$ cat src/design/source_char_tokenizer_macros.svh
// assertion macros shared by the tokenizer modules
`ifndef SOURCE_CHAR_TOKENIZER_MACROS_SVH
`define SOURCE_CHAR_TOKENIZER_MACROS_SVH

// clocked assertion, ignored while reset is held
`define SCT_ASSERT(lbl, prop, msg) \
    lbl: assert property (@(posedge aclk) disable iff (!aresetn) prop) else $error(msg);

// clocked assertion that also holds through reset
`define SCT_ASSERT_ALWAYS(lbl, prop, msg) \
    lbl: assert property (@(posedge aclk) prop) else $error(msg);

`endif

$ cat src/design/sct_pkg.sv
package sct_pkg;

    // default widths of the line and column counters and of the length counter
    localparam int DEF_COUNT_WIDTH = 16;
    localparam int DEF_LEN_WIDTH   = 8;

    // token queue between the lexer and the result port
    localparam int FIFO_DEPTH  = 8;
    localparam int PTR_WIDTH   = 3;
    localparam int LEVEL_WIDTH = 4;

    // output field widths
    localparam int OUT_LINE_WIDTH = 16;
    localparam int OUT_LEN_WIDTH  = 8;

    // character codes
    localparam logic [7:0] CH_NEWLINE = 8'h0A;
    localparam logic [7:0] CH_TAB     = 8'h09;
    localparam logic [7:0] CH_SPACE   = 8'h20;
    localparam logic [7:0] CH_DOLLAR  = 8'h24;
    localparam logic [7:0] CH_AT      = 8'h40;
    localparam logic [7:0] CH_QMARK   = 8'h3F;
    localparam logic [7:0] CH_COLON   = 8'h3A;
    localparam logic [7:0] CH_EQUAL   = 8'h3D;
    localparam logic [7:0] CH_QUOTE   = 8'h22;

    typedef enum logic [2:0] {
        ST_HOME   = 3'd0,
        ST_ERROR  = 3'd1,
        ST_NUMBER = 3'd2,
        ST_IDENT  = 3'd3,
        ST_KEY    = 3'd4,
        ST_ASSIGN = 3'd5,
        ST_STRING = 3'd6
    } lex_state_t;

    typedef enum logic [3:0] {
        CL_DIGIT  = 4'd0,
        CL_SIGN   = 4'd1,
        CL_BLANK  = 4'd2,
        CL_PREFIX = 4'd3,
        CL_ALPHA  = 4'd4,
        CL_COLON  = 4'd5,
        CL_EQ     = 4'd6,
        CL_QUOTE  = 4'd7,
        CL_OTHER  = 4'd8
    } char_class_t;

    typedef enum logic [3:0] {
        K_INTEGER  = 4'd0,
        K_DELIM    = 4'd1,
        K_ERROR    = 4'd2,
        K_VARIABLE = 4'd3,
        K_LABEL    = 4'd4,
        K_FUNCTION = 4'd5,
        K_KEYWORD  = 4'd6,
        K_ASSIGN   = 4'd7,
        K_STRING   = 4'd8
    } token_kind_t;

    typedef struct packed {
        token_kind_t                 kind;
        logic [OUT_LINE_WIDTH-1:0]   line;
        logic [OUT_LINE_WIDTH-1:0]   column;
        logic [OUT_LEN_WIDTH-1:0]    length;
        logic [7:0]                  first;
        logic                        last;
    } token_t;

    // zero, one or two tokens produced by one character
    typedef struct packed {
        logic [1:0] count;
        token_t     tok0;
        token_t     tok1;
    } token_push_t;

    // character class lookup
    function automatic char_class_t classify(input logic [7:0] c);
        char_class_t cl;
        cl = CL_OTHER;
        if (c >= 8'h30 && c <= 8'h39) begin
            cl = CL_DIGIT;
        end else if (c == 8'h2B || c == 8'h2D || c == 8'h2A || c == 8'h5C ||
                     c == 8'h2C || c == 8'h3B || c == 8'h3C || c == 8'h3E ||
                     c == 8'h5B || c == 8'h5D || c == 8'h26 || c == 8'h7C ||
                     c == 8'h5E || c == 8'h21 || c == 8'h28 || c == 8'h29 ||
                     c == 8'h7B || c == 8'h7D) begin
            cl = CL_SIGN;
        end else if (c == CH_SPACE || c == CH_NEWLINE || c == CH_TAB) begin
            cl = CL_BLANK;
        end else if (c == CH_QMARK || c == CH_AT || c == CH_DOLLAR) begin
            cl = CL_PREFIX;
        end else if (c == CH_COLON) begin
            cl = CL_COLON;
        end else if (c == CH_EQUAL) begin
            cl = CL_EQ;
        end else if (c == CH_QUOTE) begin
            cl = CL_QUOTE;
        end else if ((c >= 8'h61 && c <= 8'h7A) || (c >= 8'h41 && c <= 8'h5A)) begin
            cl = CL_ALPHA;
        end
        return cl;
    endfunction

    // one transition of the lexer automaton
    function automatic lex_state_t next_state(input lex_state_t s, input char_class_t cl);
        logic       ends;
        lex_state_t ns;
        ends = (cl == CL_SIGN) || (cl == CL_BLANK) || (cl == CL_COLON) || (cl == CL_EQ);
        ns   = ST_ERROR;
        unique case (s)
            ST_HOME: begin
                priority if (cl == CL_SIGN || cl == CL_BLANK || cl == CL_EQ) ns = ST_HOME;
                else if (cl == CL_DIGIT)  ns = ST_NUMBER;
                else if (cl == CL_ALPHA)  ns = ST_KEY;
                else if (cl == CL_COLON)  ns = ST_ASSIGN;
                else if (cl == CL_QUOTE)  ns = ST_STRING;
                else if (cl == CL_PREFIX) ns = ST_IDENT;
                else                      ns = ST_ERROR;
            end
            ST_NUMBER: begin
                priority if (ends)           ns = ST_HOME;
                else if (cl == CL_DIGIT)     ns = ST_NUMBER;
                else                         ns = ST_ERROR;
            end
            ST_IDENT: begin
                priority if (ends)                          ns = ST_HOME;
                else if (cl == CL_DIGIT || cl == CL_ALPHA)  ns = ST_IDENT;
                else                                        ns = ST_ERROR;
            end
            ST_KEY: begin
                priority if (ends)       ns = ST_HOME;
                else if (cl == CL_ALPHA) ns = ST_KEY;
                else                     ns = ST_ERROR;
            end
            ST_ASSIGN: ns = (cl == CL_EQ) ? ST_HOME : ST_ERROR;
            ST_STRING: begin
                priority if (cl == CL_QUOTE) ns = ST_HOME;
                else if (cl == CL_OTHER)     ns = ST_ERROR;
                else                         ns = ST_STRING;
            end
            default: ns = ST_ERROR;
        endcase
        return ns;
    endfunction

    // token kind for the state being closed
    function automatic token_kind_t kind_of(input lex_state_t s, input logic [7:0] first);
        token_kind_t k;
        unique case (s)
            ST_NUMBER: k = K_INTEGER;
            ST_KEY:    k = K_KEYWORD;
            ST_ASSIGN: k = K_ASSIGN;
            ST_STRING: k = K_STRING;
            default: begin
                priority if (first == CH_AT) k = K_LABEL;
                else if (first == CH_QMARK)  k = K_FUNCTION;
                else                         k = K_VARIABLE;
            end
        endcase
        return k;
    endfunction

endpackage

$ cat src/design/sct_lexer.sv
`include "source_char_tokenizer_macros.svh"

module sct_lexer #(
    parameter int COUNT_WIDTH = sct_pkg::DEF_COUNT_WIDTH,
    parameter int LEN_WIDTH   = sct_pkg::DEF_LEN_WIDTH
) (
    input  logic                              aclk,
    input  logic                              aresetn,
    input  logic                              s_tvalid,
    output logic                              s_tready,
    input  logic [7:0]                        s_tdata,
    input  logic [sct_pkg::LEVEL_WIDTH-1:0]   fifo_level,
    output sct_pkg::token_push_t              push
);
    import sct_pkg::*;

    localparam int SUM_WIDTH = LEVEL_WIDTH + 1;

    // input register
    logic                   in_valid_reg;
    logic [7:0]             char_reg;

    // lexer state
    lex_state_t             state_reg, state_next;
    logic                   error_seen_reg, error_seen_next;
    logic [COUNT_WIDTH-1:0] line_reg, line_next;
    logic [COUNT_WIDTH-1:0] col_reg, col_next;
    logic [COUNT_WIDTH-1:0] rep_col_reg, rep_col_next;
    logic [LEN_WIDTH-1:0]   text_len_reg, text_len_next;
    logic [7:0]             text_first_reg, text_first_next;

    char_class_t            cl;
    lex_state_t             ns_first;
    logic                   reclose;
    logic [LEN_WIDTH-1:0]   len_close;
    logic [1:0]             tok_count;
    token_t                 tok0, tok1;
    logic [SUM_WIDTH-1:0]   committed;

    // room for this request and the one already registered, two tokens each
    assign committed = SUM_WIDTH'(fifo_level) + (in_valid_reg ? SUM_WIDTH'(2) : '0);
    assign s_tready  = (committed <= SUM_WIDTH'(FIFO_DEPTH - 2));

    always_ff @(posedge aclk) begin
        if (!aresetn) begin
            in_valid_reg <= 1'b0;
        end else begin
            in_valid_reg <= s_tvalid && s_tready;
        end
    end

    always_ff @(posedge aclk) begin
        if (s_tvalid && s_tready) begin
            char_reg <= s_tdata;
        end
    end

    assign cl       = classify(char_reg);
    assign ns_first = next_state(state_reg, cl);
    assign reclose  = (state_reg == ST_NUMBER) || (state_reg == ST_IDENT) ||
                      (state_reg == ST_KEY);

    // line and column counters, saturating
    always_comb begin
        line_next = line_reg;
        col_next  = col_reg;
        if (in_valid_reg) begin
            if (char_reg == CH_NEWLINE) begin
                if (line_reg != {COUNT_WIDTH{1'b1}}) line_next = line_reg + 1'b1;
                col_next = '0;
            end else if (col_reg != {COUNT_WIDTH{1'b1}}) begin
                col_next = col_reg + 1'b1;
            end
        end
    end

    // next lexer state, with the closing character rerun from home
    always_comb begin
        state_next = state_reg;
        if (in_valid_reg) begin
            if (ns_first == ST_HOME && reclose) begin
                state_next = next_state(ST_HOME, cl);
            end else begin
                state_next = ns_first;
            end
        end
    end

    // token text bookkeeping and token reports
    always_comb begin
        error_seen_next = error_seen_reg;
        rep_col_next    = rep_col_reg;
        text_len_next   = text_len_reg;
        text_first_next = text_first_reg;
        tok_count       = 2'd0;
        tok0            = '0;
        tok1            = '0;
        len_close       = text_len_reg;
        if (state_reg == ST_ASSIGN && text_len_reg != {LEN_WIDTH{1'b1}}) begin
            len_close = text_len_reg + 1'b1;
        end
        if (in_valid_reg) begin
            priority if (ns_first == ST_HOME) begin
                rep_col_next = col_next;
                if (state_reg == ST_HOME) begin
                    if (cl != CL_BLANK) begin
                        tok0 = '{kind: K_DELIM, line: OUT_LINE_WIDTH'(line_next),
                                 column: OUT_LINE_WIDTH'(col_next),
                                 length: OUT_LEN_WIDTH'(1), first: char_reg, last: 1'b0};
                        tok_count = 2'd1;
                    end
                end else begin
                    tok0 = '{kind: kind_of(state_reg, text_first_reg),
                             line: OUT_LINE_WIDTH'(line_next),
                             column: OUT_LINE_WIDTH'(col_next),
                             length: OUT_LEN_WIDTH'(len_close),
                             first: text_first_reg, last: 1'b0};
                    tok_count       = 2'd1;
                    text_len_next   = '0;
                    text_first_next = '0;
                    if (reclose) begin
                        if (cl == CL_COLON) begin
                            text_len_next   = LEN_WIDTH'(1);
                            text_first_next = char_reg;
                        end else if (cl != CL_BLANK) begin
                            tok1 = '{kind: K_DELIM, line: OUT_LINE_WIDTH'(line_next),
                                     column: OUT_LINE_WIDTH'(col_next),
                                     length: OUT_LEN_WIDTH'(1), first: char_reg,
                                     last: 1'b0};
                            tok_count = 2'd2;
                        end
                    end
                end
            end else if (ns_first == ST_ERROR) begin
                if (!error_seen_reg) begin
                    error_seen_next = 1'b1;
                    tok0 = '{kind: K_ERROR, line: OUT_LINE_WIDTH'(line_next),
                             column: OUT_LINE_WIDTH'(rep_col_reg),
                             length: '0, first: '0, last: 1'b0};
                    tok_count = 2'd1;
                end
            end else begin
                // opening quote is not part of the string text
                if (!(state_reg == ST_HOME && ns_first == ST_STRING)) begin
                    if (text_len_reg == '0) text_first_next = char_reg;
                    if (text_len_reg != {LEN_WIDTH{1'b1}}) text_len_next = text_len_reg + 1'b1;
                end
            end
        end
        // mark the final token of this character
        if (tok_count == 2'd1) tok0.last = 1'b1;
        if (tok_count == 2'd2) tok1.last = 1'b1;
    end

    assign push = '{count: tok_count, tok0: tok0, tok1: tok1};

    always_ff @(posedge aclk) begin
        if (!aresetn) begin
            state_reg      <= ST_HOME;
            error_seen_reg <= 1'b0;
            line_reg       <= COUNT_WIDTH'(1);
            col_reg        <= '0;
            rep_col_reg    <= '0;
            text_len_reg   <= '0;
            text_first_reg <= '0;
        end else begin
            state_reg      <= state_next;
            error_seen_reg <= error_seen_next;
            line_reg       <= line_next;
            col_reg        <= col_next;
            rep_col_reg    <= rep_col_next;
            text_len_reg   <= text_len_next;
            text_first_reg <= text_first_next;
        end
    end

    `SCT_ASSERT(a_error_sticky, error_seen_reg |=> error_seen_reg, "error flag cleared")
    `SCT_ASSERT(a_error_state, (state_reg == ST_ERROR) == error_seen_reg, "error state mismatch")
    `SCT_ASSERT(a_home_empty, (state_reg == ST_HOME) |-> (text_len_reg == '0), "text left at home")
    `SCT_ASSERT(a_pair_last, (push.count == 2'd2) |-> (push.tok1.last && !push.tok0.last), "bad last")

endmodule

$ cat src/design/sct_token_fifo.sv
`include "source_char_tokenizer_macros.svh"

module sct_token_fifo (
    input  logic                              aclk,
    input  logic                              aresetn,
    input  sct_pkg::token_push_t              push,
    output logic                              m_tvalid,
    input  logic                              m_tready,
    output sct_pkg::token_t                   head,
    output logic [sct_pkg::LEVEL_WIDTH-1:0]   level
);
    import sct_pkg::*;

    token_t                 mem [FIFO_DEPTH];
    logic [PTR_WIDTH-1:0]   wr_ptr_reg, wr_ptr_next;
    logic [PTR_WIDTH-1:0]   rd_ptr_reg, rd_ptr_next;
    logic [LEVEL_WIDTH-1:0] count_reg, count_next;
    logic                   pop;

    assign m_tvalid = (count_reg != '0);
    assign head     = mem[rd_ptr_reg];
    assign level    = count_reg;
    assign pop      = m_tvalid && m_tready;

    // token storage, up to two writes per cycle
    always_ff @(posedge aclk) begin
        if (push.count != 2'd0) begin
            mem[wr_ptr_reg] <= push.tok0;
        end
        if (push.count == 2'd2) begin
            mem[wr_ptr_reg + 1'b1] <= push.tok1;
        end
    end

    // pointers and fill level
    always_comb begin
        wr_ptr_next = wr_ptr_reg + PTR_WIDTH'(push.count);
        rd_ptr_next = rd_ptr_reg + PTR_WIDTH'(pop);
        count_next  = count_reg + LEVEL_WIDTH'(push.count) - LEVEL_WIDTH'(pop);
    end

    always_ff @(posedge aclk) begin
        if (!aresetn) begin
            wr_ptr_reg <= '0;
            rd_ptr_reg <= '0;
            count_reg  <= '0;
        end else begin
            wr_ptr_reg <= wr_ptr_next;
            rd_ptr_reg <= rd_ptr_next;
            count_reg  <= count_next;
        end
    end

    `SCT_ASSERT(a_no_overflow, ({1'b0, count_reg} + 5'(push.count)) <= 5'(FIFO_DEPTH), "overflow")
    `SCT_ASSERT(a_ptr_level, PTR_WIDTH'(wr_ptr_reg - rd_ptr_reg) == PTR_WIDTH'(count_reg), "ptr skew")
    `SCT_ASSERT(a_level_range, count_reg <= LEVEL_WIDTH'(FIFO_DEPTH), "level out of range")

endmodule

$ cat src/design/source_char_tokenizer.sv
// Character-at-a-time lexer: each s_ request is one 8-bit source character and
// every token it finishes comes out as one m_ request, in order. A character
// gives zero, one or two tokens (a number, keyword or identifier closed by a
// delimiter gives the token and then the delimiter); m_tlast marks the final
// token of a character. One character is taken per clock: the character is
// registered, classified and run through the state machine in the next cycle,
// and its tokens go into an 8-entry queue that feeds the output. The input
// stalls only when that queue could not take two more tokens from each of the
// character in flight and a new one, so the rate drops below one per clock
// only while the output side is stalled or two-token characters pile up.
// A character's first token reaches the m_ side through the input register and
// then the queue, behind any tokens still waiting there. After the first bad
// character one error token is reported and the block stays quiet until reset,
// while still counting lines and columns.
module source_char_tokenizer #(
    parameter int COUNT_WIDTH = sct_pkg::DEF_COUNT_WIDTH,
    parameter int LEN_WIDTH   = sct_pkg::DEF_LEN_WIDTH
) (
    input  logic        aclk,
    input  logic        aresetn,
    input  logic        s_tvalid,
    output logic        s_tready,
    input  logic [7:0]  s_tdata,   // [7:0] char_code
    output logic        m_tvalid,
    input  logic        m_tready,
    // [3:0] token_kind, [19:4] line_number, [35:20] column_number,
    // [43:36] token_length, [51:44] first_char, [55:52] zero
    output logic [55:0] m_tdata,
    output logic        m_tlast    // last_of_run
);
    import sct_pkg::*;

    token_push_t            push;
    token_t                 head;
    logic [LEVEL_WIDTH-1:0] level;

    // classification and state machine
    sct_lexer #(
        .COUNT_WIDTH(COUNT_WIDTH),
        .LEN_WIDTH  (LEN_WIDTH)
    ) u_lexer (
        .aclk      (aclk),
        .aresetn   (aresetn),
        .s_tvalid  (s_tvalid),
        .s_tready  (s_tready),
        .s_tdata   (s_tdata),
        .fifo_level(level),
        .push      (push)
    );

    // token queue toward the result port
    sct_token_fifo u_fifo (
        .aclk    (aclk),
        .aresetn (aresetn),
        .push    (push),
        .m_tvalid(m_tvalid),
        .m_tready(m_tready),
        .head    (head),
        .level   (level)
    );

    // result packing
    assign m_tdata = {4'b0000, head.first, head.length, head.column, head.line, head.kind};
    assign m_tlast = head.last;

endmodule

$ cat config.mk
export PLATFORM = sky130hd
export DESIGN_NAME = source_char_tokenizer
export DESIGN_NICKNAME = d
export VERILOG_FILES = /design/src/design/sct_pkg.sv /design/src/design/sct_lexer.sv /design/src/design/sct_token_fifo.sv /design/src/design/source_char_tokenizer.sv
export VERILOG_INCLUDE_DIRS = /design/src /design/src/design
export SDC_FILE = /design/constraint.sdc
export NUM_CORES = 1
export LEC_CHECK = 0
export BUFFER_PORTS_ARGS = -buffer_cell sky130_fd_sc_hd__buf_2
export CAP_MARGIN = 20
export CORE_MARGIN = 4
export CORE_UTILIZATION = 55
export DETAILED_ROUTE_END_ITERATION = 10
export PLACE_DENSITY_LB_ADDON = 0.25
export REMOVE_ABC_BUFFERS = 1
export SYNTH_ARGS = -nofsm -noshare
export SYNTH_HDL_FRONTEND = slang
export SYNTH_SLANG_ARGS = --single-unit
$ cat constraint.sdc
create_clock -name aclk -period 5.04 [get_ports aclk]
set_input_delay 0.252 -clock aclk [delete_from_list [all_inputs] [get_ports aclk]]
set_output_delay 0.252 -clock aclk [all_outputs]
set_load 0.1 [all_outputs]
* After elaboration in Yosys (flattened, before gate mapping)
Memory sizes are Yosys's and may differ from the RTL's. A register that Yosys moved wholly into a read port is not among the register bits.
Index checks and enable logic that the tools add are counted.
** Cells by class
- Add/subtract/negate cells :: 9
- $mul :: 0
- Div/mod/pow operators :: 0
- $lt $le $gt $ge :: 7
- Equal/unequal tests :: 53
- Shift-type cells :: 0
- Muxes and demuxes :: 77
- Bitwise logic cells :: 1
- Reductions and logical operators :: 49
** Operators by type and width (count)
- 2-to-1 mux 53 bit :: 8
- equality test 8 x 6 -> 1 bit, second input constant :: 18
- 2-to-1 mux 8 bit :: 14
- 2-to-1 mux 50 bit :: 2
- 2-to-1 mux 16 bit :: 6
- equality test 8 x 7 -> 1 bit, second input constant :: 9
- 2-to-1 mux 51 bit :: 1
- 2-to-1 mux 3 bit :: 14
- 2-to-1 mux 4 bit :: 9
- adder 16 x 1 -> 16 bit, second input constant :: 2
- != test 16 bit, second input constant :: 2
- logical OR 1 bit :: 29
- 2-to-1 mux 2 bit :: 11
- case mux 3 bit (6 select lines) :: 1
- equality test 4 x 3 -> 1 bit, second input constant :: 4
- equality test 8 x 4 -> 1 bit, second input constant :: 2
- greater-or-equal comparator 8 x 7 -> 1 bit, second input constant :: 2
- <= comparator 8 x 7 -> 1 bit, second input constant :: 2
- case mux 4 bit (4 select lines) :: 1
- equality test 3 bit, second input constant :: 4
- 2-to-1 mux 1 bit :: 10
- AND reduction 5 bit :: 2
- adder 8 x 1 -> 8 bit, second input constant :: 1
- equality test 4 x 2 -> 1 bit, second input constant :: 2
- other kinds (28) :: 40
** Word-level totals
- Register bits after elaboration :: 87
- Bits in latches :: 0
- Bits in writable memories :: 424
- Bits in read-only memories :: 0
- Word-level logic and storage cells :: 209
- Memories kept :: 1
** Memory list
- u_fifo.mem :: words 8, width 53, read ports 1, clocked after Yosys merged registers in 1, write ports 2, line sct_token_fifo.sv:14 : token_t mem [FIFO_DEPTH];

* Logic depth before layout (Yosys ltp)
- Depth after elaboration :: 35
- Mapped depth :: 18
- Gate-level depth less buffers :: 15

* Cells and area by module
A second synthesis with hierarchy kept.
** Second synthesis, totals
- Cells, all modules :: 1838
- Area, all modules :: 26705.6 um^2
** By module, submodules not included
- sct_token_fifo :: instances 1, cells an instance 1160, area an instance 21585.7 um^2, seq. area each 12932.4 um^2
- sct_lexer :: instances 1, cells an instance 673, area an instance 5086.1 um^2, seq. area each 1621.6 um^2
- source_char_tokenizer :: instances 1, cells an instance 5, area an instance 33.8 um^2, seq. area each 0.0 um^2

* Least setup slack after synthesis
Ideal clock, no wire load.
- Kind :: reg2reg
- Start point :: register u_lexer.char_reg[0]
- End point :: memory u_fifo.mem[4][0] (netlist name), enable pin
- Library setup time :: 551 ps
- Data arrival time :: 3924 ps
- Required time :: 4489 ps
- Setup slack :: 565 ps
- Stages on the path, launching flop included :: 15
- Clock period less this slack :: 4475 ps
- Cell sequence :: edfxtp_1 > buf_4 > or3_1 > a2111o_1 > o221a_2 > o211a_1 > or4_4 > and3_4 > buf_6 > o2111a_1 > buf_6 > buf_6 > nand2_8 > buf_6 > nand2_1
** RTL lines
- start: declaration :: line sct_lexer.sv:21 : logic [7:0] char_reg;
- start signal: assignment :: line sct_lexer.sv:54 : char_reg <= s_tdata;
- end: declaration :: line sct_token_fifo.sv:14

==> results.py <==
metrics = {
    "critical_path": {
        "endpoint_kind": "flip-flop",
        "critical_path_arrival_ps": 5120,
        "critPathTopFamily": "simple AND/OR/NAND/NOR gates",
        "crit_buf_inv": 3,
        "crit_path_max_fanout": 21,
        "path_cells": "buf_4 -> and4bb_2 -> nand4b_1 -> and4_4 -> o21ai_0 -> a211o_1 -> and3_4 -> nand4_4 -> buf_4 -> nor4_2 -> buf_4 -> a32o_1",
        "cpMaxStageDelayCell": "nor4_2",
        "crit_top_cell": "buf_4",
        "max_stage_delay_ps": 840,
        "path_class": "reg -> reg",
        "start_kind": "flip-flop",
        "required_ps": 5500,
    },
    "logic_synthesis": {
        "seq_area_frac_synth_pct": 54.42,
        "syn_inst": 2118,
        "async_reset_ff_share_pct": 0,
        "ys_seq_elements": 511,
        "yosysWarnings": 0,
        "synth_edf_count": 352,
        "ys.flop_type": "edfxtp_1",
        "synth_cell_types": 96,
        "synth_top_cell_by_area": "edfxtp_1",
        "synthTopCellsByArea": "edfxtp_1, dfxtp_1, mux4_2, o22ai_1, a21oi_1",
        "synth_area_per_cell_um2": 11.93,
        "syn-cell-area_um2": 25270,
        "synth_top_area_share_pct": 41.83,
    },
    "clocking": {
        "htreeDepth": 2,
        "tritoncts": "done",
        "clock_latency_ps": 610,
        "cts_resized": 0,
        "clock_path_buffers": 3,
        "cts_buffers": 54,
        "clkSinkCount": 511,
        "cts_root_buf": "clkbuf_16",
        "path_clk_slew_ps": 60,
    },
    "sta": {
        "setup_viol_count_final": 0,
        "final.setup.tns_ps": 0,
        "finalHoldViolCount": 0,
        "grt_setup_unrepaired": "false",
        "slew_headroom_pct": 22.45,
        "skew_ps": 35.60,
        "timing.final.crit_share_pct": 92.48,
        "worst_slew_pin_slew_ps": 1154,
        "fin_crit_ps": 4661,
        "slew_violations": 0,
        "max_freq_ghz": 0.2145,
    },
    "die": {
        "die_w_um": 222.4,
        "pin_count": 71,
        "coreArea_um2": 45380,
        "die-area_um2": 49440,
        "start_util_pct": 55.69,
        "rows": 78,
        "die_h_um": 222.4,
    },
    "finish": {
        "finalNetCount": 2179,
        "fin_cells": 2792,
        "regMostFlops": "u_fifo.mem",
        "layout_commonest_cell": "edfxtp_1",
        "fin_area_um2": 28180,
        "fillCellCount": 3569,
        "final_util_pct": 62.10,
        "drive_gt1_share_pct": 21.99,
        "syn_to_final_growth_pct": 11.52,
        "final_cell_mix": "edfxtp_1, nor2_1, dfxtp_1, nand2_1, a21oi_1",
        "largest_reg_flops": 424,
        "n_antenna_cell": 0,
    },
    "pwr": {
        "power_w": 0.01304,
        "power.leakage_nw": 9.457,
        "vdd_drop_max_v": 0.0006306,
        "cellPowerDensity_nw_per_um2": 462.6,
    },
    "route": {
        "vias": 19150,
        "vias_per_cell": 6.858,
        "dr.first_iter.drc_count": 2667,
        "routedWlPerCell_um": 26.76,
        "ant_nets": 0,
        "route.detailed.drc": 0,
        "totalWireLength_um": 74700,
        "first_pass_iters": 6,
    },
    "run_status": {
        "run_status": "complete, no violations",
    },
    "placed_design": {
        "dpl_cell_area_um2": 26210,
        "gp_congestion": 0.8756,
        "port_buffers": 66,
        "dp.cells": 2682,
        "dp_hpwl_um": 45180,
    },
    "run": {
        "max_cap_violations": 0,
    },
    "global_route": {
        "gr-usage-met2_pct": 47.77,
        "grt_max_degree": 66,
        "grt-ovfl-total": 0,
        "use_met3_pct": 4.994,
        "met1_usage_pct": 40.89,
        "grt-busiest-layer": "met2",
        "grt_pass1_wl_um": 114100,
        "track_usage_pct": 29.68,
        "grt_pass1_vias": 18780,
        "antenna_found_initial": 0,
    },
    "min_path": {
        "hold_class": "in -> reg",
    },
}
-- routing by layer --
layer	up-vias	share of wire [%]
met4	0	4.1
met5	-	0
met2	1228	47
met3	212	10
li1	8223	-
met1	9485	38
-- layout make-up --
cell class	count	area, um2	area share [%]
clock buffer	72	1471	5.221
clock inverter	28	397.9	1.412
inverter	30	112.6	0.3996
multi-input combinational	1387	10440	37.06
sequential	511	13760	48.83
tap	600	750.7	2.664
timing repair buffer	164	1245	4.417
-- what timing repair did --
action / in CTS / in global routing
setup endpoints to repair: 0 / 3
buffers inserted: 0 / 1
hold buffers: 9 / 0
endpoints found under the hold margin: 9 / 0
-- Yosys cell counts (5+ instances only) --
library cell	number
edfxtp_1	352
nor2_1	173
dfxtp_1	159
nand2_1	142
a21oi_1	134
o22ai_1	131
nand3_1	118
mux4_2	106
o21ai_0	100
clkbuf_1	80
mux2_2	54
buf_2	50
a32o_1	49
nor3_1	31
inv_1	26
buf_4	25
and3_1	24
buf_1	21
nand4_1	19
xor2_1	18
and2_1	17
ha_1	17
buf_6	16
xnor2_1	16
a21o_1	15
nor4_1	14
or3_1	14
mux2i_1	12
mux2i_2	9
nand2b_1	9
o211ai_1	9
o21ai_1	9
or2_2	7
a31oi_1	6
nor2b_1	6
or4_1	6
a21boi_4	5
a22o_1	5
nand3_2	5
nand4b_1	5
nor4_2	5
o2bb2ai_1	5
o31ai_1	5
-- tightest hold or removal path, delay by kind of cell --
kind | cells | cell delay (ps)
buf+inv | 1 | 70
simple gates | 2 | 280
fa+ha+maj | 1 | 130
-- report_power, final --
group | total (W) | leakage (nW) | internal, W | switching, W
Sequential | 0.00483 | 4.73 | 0.00460 | 0.000229
Combinational | 0.00400 | 3.81 | 0.00117 | 0.00283
Clock | 0.00420 | 0.916 | 0.00251 | 0.00168
Total | 0.0130 | 9.46 | 0.00829 | 0.00474
-- final timing paths --
| kind | from | cells past startpoint | to | slack (ps) |
|---|---|---|---|---|
| worst min register to register | u_fifo.mem[1][13]$_SDFFE_PP0N_ | 2 | u_fifo.mem[1][13]$_SDFFE_PP0N_ | 460 |
| worst max register to register | u_lexer.char_reg[4]$_DFFE_PP_ | 12 | u_fifo.mem[4][1]$_DFFE_PP_ | 380 |
| worst min-delay path | m_tready | 4 | u_fifo.rd_ptr_reg[0]$_SDFF_PN0_ | 180 |
| worst max-delay path | u_lexer.char_reg[4]$_DFFE_PP_ | 12 | u_fifo.mem[4][1]$_DFFE_PP_ | 380 |
-- stage by stage --
stage	hold slack (ps)	worst slack [ps]
5_1_grt	199.5	119.0
6_report	179.2	379.0
3_5_place_dp	430.1	499.9
4_1_cts	169.9	466.2
3_3_place_gp	429.5	564.3
2_1_floorplan	313.9	-790.2
-- cell families after synthesis --
kind of cell	Yosys count	synth area share, %
AOI/OAI and AO/OA	512	13.31
xor gates and xnor gates	34	1.178
adders and majority gates	19	1.000
buffers and inverters	223	4.411
DFF	511	54.42
muxes	181	12.82
other	1	0.01484
and+or+nand+nor	637	12.84
Note: power is estimated with default switching activity, not from simulation.
